**config.mk**
```make
export PLATFORM = sky130hd
export DESIGN_NAME = button_debounce_autorepeat_unit
export DESIGN_NICKNAME = d
export VERILOG_FILES = /design/src/sv/bdar_pkg.sv /design/src/sv/button_debounce_autorepeat_unit.sv
export SDC_FILE = /design/constraint.sdc
export NUM_CORES = 1
export LEC_CHECK = 0
export BUFFER_PORTS_ARGS = -buffer_cell sky130_fd_sc_hd__buf_2
export CORE_MARGIN = 3
export CORE_UTILIZATION = 57
export CTS_CLUSTER_DIAMETER = 40
export DETAILED_ROUTE_END_ITERATION = 10
export GPL_TIMING_DRIVEN = 1
export PLACE_DENSITY_LB_ADDON = 0.05
export SYNTH_ARGS = -nofsm -noshare
export SYNTH_HDL_FRONTEND = slang
export SYNTH_SLANG_ARGS = --single-unit
```
**constraint.sdc**
```tcl
create_clock -name clock -period 4.9 [get_ports clock]
set_input_delay 1.47 -clock clock [delete_from_list [all_inputs] [get_ports clock]]
set_output_delay 1.47 -clock clock [all_outputs]
set_load 0.005 [all_outputs]
```
**src/sv/bdar_pkg.sv**
```systemverilog
// Package for the button debounce and autorepeat unit: widths, codes and reset values.
`default_nettype none

package bdar_pkg;

   // Field and register widths
   localparam int unsigned CountWidth = 16;
   localparam int unsigned CsrIndexWidth = 2;
   localparam int unsigned CsrDataWidth = 16;
   localparam int unsigned ReqDataWidth = 8;
   localparam int unsigned RspDataWidth = 8;

   // Register indexes on the csr port
   localparam logic [CsrIndexWidth-1:0] CSR_ACTIVE_LEVEL = 2'd0;
   localparam logic [CsrIndexWidth-1:0] CSR_DEBOUNCE_TICKS = 2'd1;
   localparam logic [CsrIndexWidth-1:0] CSR_REPEAT_START = 2'd2;
   localparam logic [CsrIndexWidth-1:0] CSR_REPEAT_INTERVAL = 2'd3;

   // Register reset values
   localparam logic CSR_ACTIVE_LEVEL_RST = 1'b0;
   localparam logic [CountWidth-1:0] CSR_DEBOUNCE_TICKS_RST = 16'd5;
   localparam logic [CountWidth-1:0] CSR_REPEAT_START_RST = 16'd500;
   localparam logic [CountWidth-1:0] CSR_REPEAT_INTERVAL_RST = 16'd0;

   // Hold counter limits: the all-ones value is pulled back to the hold maximum
   localparam logic [CountWidth-1:0] COUNT_WRAP_MARK = 16'hFFFF;
   localparam logic [CountWidth-1:0] COUNT_HOLD_MAX = 16'hFFFE;

   // Long press mark codes
   localparam logic [1:0] LONG_NONE = 2'd0;
   localparam logic [1:0] LONG_NEW = 2'd1;
   localparam logic [1:0] LONG_HELD = 2'd2;

   // One result item
   typedef struct packed {
      logic released;
      logic pushed_long;
      logic pushed;
      logic changed;
      logic pressed;
   } result_type;

endpackage : bdar_pkg

`default_nettype wire

```
**src/sv/button_debounce_autorepeat_unit.sv**
```systemverilog
// Top level of the button debounce and autorepeat unit.
//
//  channel  direction  handshake              payload
//  req      in         req_tvalid/req_tready  req_tdata[0] pin_level
//  rsp      out        rsp_tvalid/rsp_tready  rsp_tdata[4:0] pressed..released
//  csr      in         csr_valid/csr_ready    csr_index, csr_data
//
// Each transaction passes an input register and a result register; one
// transaction per cycle is sustained while rsp is not stalled. The hold counter
// update is a single add/compare/subtract path between the two registers.
// Synchronous active-high reset clears the state and loads register defaults.
// A stalled rsp side holds its result; req stays ready while a result waits
// only if the input register is empty or the result is leaving.
`default_nettype none

module button_debounce_autorepeat_unit (
   input  wire logic                                   clock,
   input  wire logic                                   reset,
   // req_tdata: [0] pin_level, [7:1] zero
   input  wire logic                                   req_tvalid,
   output      logic                                   req_tready,
   input  wire logic [bdar_pkg::ReqDataWidth-1:0]      req_tdata,
   // rsp_tdata: [0] pressed, [1] changed, [2] pushed, [3] pushed_long,
   //            [4] released, [7:5] zero
   output      logic                                   rsp_tvalid,
   input  wire logic                                   rsp_tready,
   output      logic [bdar_pkg::RspDataWidth-1:0]      rsp_tdata,
   input  wire logic                                   csr_valid,
   output      logic                                   csr_ready,
   input  wire logic [bdar_pkg::CsrIndexWidth-1:0]     csr_index,
   input  wire logic [bdar_pkg::CsrDataWidth-1:0]      csr_data
);

   localparam int unsigned CW = bdar_pkg::CountWidth;

   // Configuration registers
   logic          active_level_ff;
   logic [CW-1:0] debounce_ticks_ff;
   logic [CW-1:0] repeat_start_ff;
   logic [CW-1:0] repeat_interval_ff;

   // Tick state
   logic [CW-1:0] hold_count_ff, hold_count_in;
   logic          pressed_ff, pressed_in;
   logic [1:0]    long_mark_ff, long_mark_in;

   // Pipeline registers
   logic                  in_valid_ff;
   logic                  in_level_ff;
   logic                  rsp_valid_ff;
   bdar_pkg::result_type  rsp_data_ff, rsp_data_in;

   logic advance;
   logic [CW-1:0] count_inc, count_step, count_sat;
   logic rise, fall, repeat_hit;

   // Handshakes
   assign advance = !rsp_valid_ff || rsp_tready;
   assign req_tready = !in_valid_ff || advance;
   assign csr_ready = 1'b1;

   // Register writes
   always_ff @(posedge clock) begin
      if (reset) begin
         active_level_ff <= bdar_pkg::CSR_ACTIVE_LEVEL_RST;
         debounce_ticks_ff <= bdar_pkg::CSR_DEBOUNCE_TICKS_RST;
         repeat_start_ff <= bdar_pkg::CSR_REPEAT_START_RST;
         repeat_interval_ff <= bdar_pkg::CSR_REPEAT_INTERVAL_RST;
      end else if (csr_valid) begin
         unique case (csr_index)
            bdar_pkg::CSR_ACTIVE_LEVEL: active_level_ff <= csr_data[0];
            bdar_pkg::CSR_DEBOUNCE_TICKS: debounce_ticks_ff <= csr_data;
            bdar_pkg::CSR_REPEAT_START: repeat_start_ff <= csr_data;
            bdar_pkg::CSR_REPEAT_INTERVAL: repeat_interval_ff <= csr_data;
         endcase
      end
   end

   // Input register
   always_ff @(posedge clock) begin
      if (reset) begin
         in_valid_ff <= 1'b0;
      end else if (req_tready) begin
         in_valid_ff <= req_tvalid;
      end
   end

   always_ff @(posedge clock) begin
      if (req_tready && req_tvalid) begin
         in_level_ff <= req_tdata[0];
      end
   end

   // Tick update: count, pressed state, long mark, events
   assign count_inc = hold_count_ff + CW'(1);

   always_comb begin
      pressed_in = pressed_ff;
      long_mark_in = long_mark_ff;
      if (in_level_ff == active_level_ff) begin
         count_step = count_inc;
         if (count_inc >= debounce_ticks_ff) begin
            pressed_in = 1'b1;
         end
         if (count_inc == repeat_start_ff) begin
            long_mark_in = bdar_pkg::LONG_NEW;
         end else if (long_mark_ff != bdar_pkg::LONG_NONE) begin
            long_mark_in = bdar_pkg::LONG_HELD;
         end
      end else begin
         count_step = '0;
         pressed_in = 1'b0;
      end

      // saturate below all-ones
      count_sat = (count_step == bdar_pkg::COUNT_WRAP_MARK) ? bdar_pkg::COUNT_HOLD_MAX
                                                            : count_step;

      rise = !pressed_ff && pressed_in;
      fall = pressed_ff && !pressed_in;
      repeat_hit = !rise && (repeat_interval_ff != '0) && (count_sat >= repeat_start_ff);

      // autorepeat pulls the counter back, floored at zero
      if (repeat_hit) begin
         hold_count_in = (count_sat > repeat_interval_ff) ? count_sat - repeat_interval_ff
                                                          : '0;
      end else begin
         hold_count_in = count_sat;
      end

      rsp_data_in.pressed = pressed_in;
      rsp_data_in.changed = rise || fall;
      rsp_data_in.pushed = rise || repeat_hit;
      rsp_data_in.pushed_long = (long_mark_in == bdar_pkg::LONG_NEW);
      rsp_data_in.released = fall && (long_mark_in == bdar_pkg::LONG_NONE);

      // a press edge clears the mark after it has been reported
      if (rise) begin
         long_mark_in = bdar_pkg::LONG_NONE;
      end
   end

   // State and result register
   always_ff @(posedge clock) begin
      if (reset) begin
         hold_count_ff <= '0;
         pressed_ff <= 1'b0;
         long_mark_ff <= bdar_pkg::LONG_NONE;
         rsp_valid_ff <= 1'b0;
      end else if (advance) begin
         rsp_valid_ff <= in_valid_ff;
         if (in_valid_ff) begin
            hold_count_ff <= hold_count_in;
            pressed_ff <= pressed_in;
            long_mark_ff <= long_mark_in;
         end
      end
   end

   always_ff @(posedge clock) begin
      if (advance && in_valid_ff) begin
         rsp_data_ff <= rsp_data_in;
      end
   end

   assign rsp_tvalid = rsp_valid_ff;
   assign rsp_tdata = {3'b000, rsp_data_ff};

endmodule : button_debounce_autorepeat_unit

`default_nettype wire
```
==> impl_metrics.ini <==
[timing]
fin_ws_ns = 0.279
min_period_ns = 4.62
rsz0062_at_grt = no
timing.hold.ws_ns = 0.460
setup_viol = 0
tightestPinTransition_ns = 1.17
clock.fmax_mhz = 216
clock_skew_ns = 0.0109
timing.slew.headroom_pct = 21.7
tns_ns = 0
drv_slew = 0
fin_crit_sh_pct = 94.3
hold_violations = 0

[pwr]
internal-power_w = 0.00101
vdd_drop_max_v = 0.000172
p_sw_w = 0.000517
switching_share_pct = 33.9
leakagePower_nw = 2.44
pwr-share-clk_pct = 28.5
combPwrFrac_pct = 26.9
seqPwrFrac_pct = 44.6
power.density_mw_per_mm2 = 267

[clock_tree]
cts_setup_buffers = 0
cts_buffer_depth = 2
clk-insertion-delay-late_ns = 0.35
clk_pin_slew_ns = 0.09
root_buffer = clkbuf_8
htreeDepth = 3
clkSinkCount = 76
cts_tree = built
cts_buffers = 9

[floorplanning]
core_mm2 = 0.00885
die_y_um = 102
dieArea_mm2 = 0.0104
dieWidth_um = 102
io-pin-count = 42
start_util_pct = 59.5
num_rows = 34

[synth]
async_flop_share_pct = 0
syn-instance-count = 684
synth_enable_flop_cells = 6
ys_top_cells_by_area = dfxtp_1, ha_1, nand2_1
synth_seq_cells = 76
synth_top_area_share_pct = 26.6
synth_area_per_cell_um2 = 7.70
ys_seq_area_share_pct = 30.0
synth_commonest_cells = nand2_1, dfxtp_1, a21oi_1, inv_1, ha_1
synth_cell_types = 64
synth_area_mm2 = 0.00526
synthFlopType = dfxtp_1
ys_warn_count = 0
yosys.area.top_type = dfxtp_1
post-synth-top-count-cell = nand2_1

[detailed_routing]
drt_iter0_drc = 254
dr_total_vias = 4790
drcViolationCount = 0
wire_per_inst_um = 17.0
drt_wl_total_mm = 14.0
firstDrtPassIters = 5
vias_per_cell = 5.81
postRouteAntennaNets = 0

[grt]
grt_max_degree = 56
grt_pass1_vias = 4635
antenna_found_initial = 0
grt_util_all_layers_pct = 28.4
grt_pass1_wl_mm = 22.8
gr-total-overflow = 0

[final_layout]
fin_util_pct = 64.5
diodes = 0
fin_area_mm2 = 0.00571
nets = 793
drive_above_1_share_pct = 10.0
area_delta_synth_final_pct = 8.41

[run]
cap_violations = 0

[setup_path]
path_class = reg2reg
critPathLaunchType = flip-flop
crit_arrival_ns = 4.84
path_delay_family = compound AO/OA/AOI/OAI gates
cp_max_fo = 13
cp_cell_sequence = ha_1 -> nand4_2 -> nor4_2 -> xor2_1 -> and4_1 -> a41oi_1 -> nand2_1 -> ha_1 -> inv_1 -> fa_1 -> a21o_1 -> a221oi_2 -> a211oi_1 -> o21bai_1 -> a21oi_1 -> and2_2 -> a221oi_1 -> nor3_1
worstSetupEndpointType = flip-flop
worst_ep_required_time_ns = 5.12
r2r_slack_ns = 0.28
crit_buf_inv = 1
critPathSlowestCell = nor4_2
critPathMaxStageDelay_ns = 0.43
cp_common_cell = ha_1

[placed_design]
post-dp-hpwl_mm = 11.0
portBuffers = 30
pre_cts_ws_ns = 0.310
place.gp.congestion = 0.955
placed_area_mm2 = 0.00554

[run_status]
status = finished clean

[hold_path]
min_path_type = reg2reg
## power by group through the flow
stage / combinational, W / clock [W] / sequential, W
after global routing: 0.000452 / 0.000468 / 0.000684
after detailed placement: 0.000400 / 0 / 0.000695
after global placement: 0.000394 / 0 / 0.000693
after floorplan: 0.000287 / 0 / 0.000687
after CTS: 0.000403 / 0.000440 / 0.000680
final: 0.000410 / 0.000435 / 0.000680
## final timing paths
path / start / endpoint / depth (start not counted)
max: hold_count_ff[1] / hold_count_ff[2] / 18
min: debounce_ticks_ff[4] / debounce_ticks_ff[4] / 2
max reg2reg: hold_count_ff[1] / hold_count_ff[2] / 18
min reg2reg: debounce_ticks_ff[4] / debounce_ticks_ff[4] / 2
## cell usage in the layout (no fill, tap or decap), drive strengths merged, types with 14 or more instances in the layout
master / Yosys / final
a21oi: 68 / 68
buf: 11 / 46
dfxtp: 70 / 70
ha: 49 / 49
inv: 65 / 66
nand2: 130 / 130
nor2: 43 / 43
nor3: 14 / 14
o21ai: 15 / 15
xnor2: 26 / 26
## per-stage QoR
stage          instances  total power [W]
3_5_place_dp         809          0.00109
4_1_cts              825          0.00152
2_1_floorplan        686         0.000974
3_3_place_gp         809          0.00109
5_1_grt              825          0.00160
6_report             825          0.00153
## state kept, by name (all words and copies together), names as in the netlist, 2 cells and up
register / cells
repeat_interval_ff: 16
long_mark_ff: 2
rsp_tdata: 5
repeat_start_ff: 16
debounce_ticks_ff: 16
hold_count_ff: 16
## worst min-delay path, stage by stage, from the launching register on
cell	delay, ns
dfxtp_1	0.31
nand2_1	0.05
a21oi_1	0.05
## cells by family after synthesis
kind of cell,synth area share [%]
flip-flops,30.0
adder cells (fa/ha/maj),12.0
buffers and inverters,7.37
AO/OA/AOI/OAI,18.3
other,0.143
XOR/XNOR,7.92
multiplexers,0.190
AND/OR/NAND/NOR,24.0
## layer usage
metal	part of all wire [%]	up-vias	wire, µm	global-route usage (%)
li1	-	2409	-	-
met5	0	-	0	0
met2	45	151	6250	44.5
met1	46	2203	6510	39.3
met4	2.4	0	343	10.1
met3	6.5	27	909	4.91
## layout make-up
class,count,area [µm²]
Multi-Input combinational cell,513,3300
Fill cell,839,3140
Sequential cell,76,1580
Timing Repair Buffer,46,270
Inverter,66,248
Tap cell,108,135
Clock buffer,11,131
Clock inverter,5,37.5
## timing repair
item / in CTS / in global routing
hold endpoints to repair: 0 / 0
setup endpoints to repair: 0 / 8
hold buffers: 0 / 0
resized for setup: 0 / 1
Power figures use the tool's default switching activity.
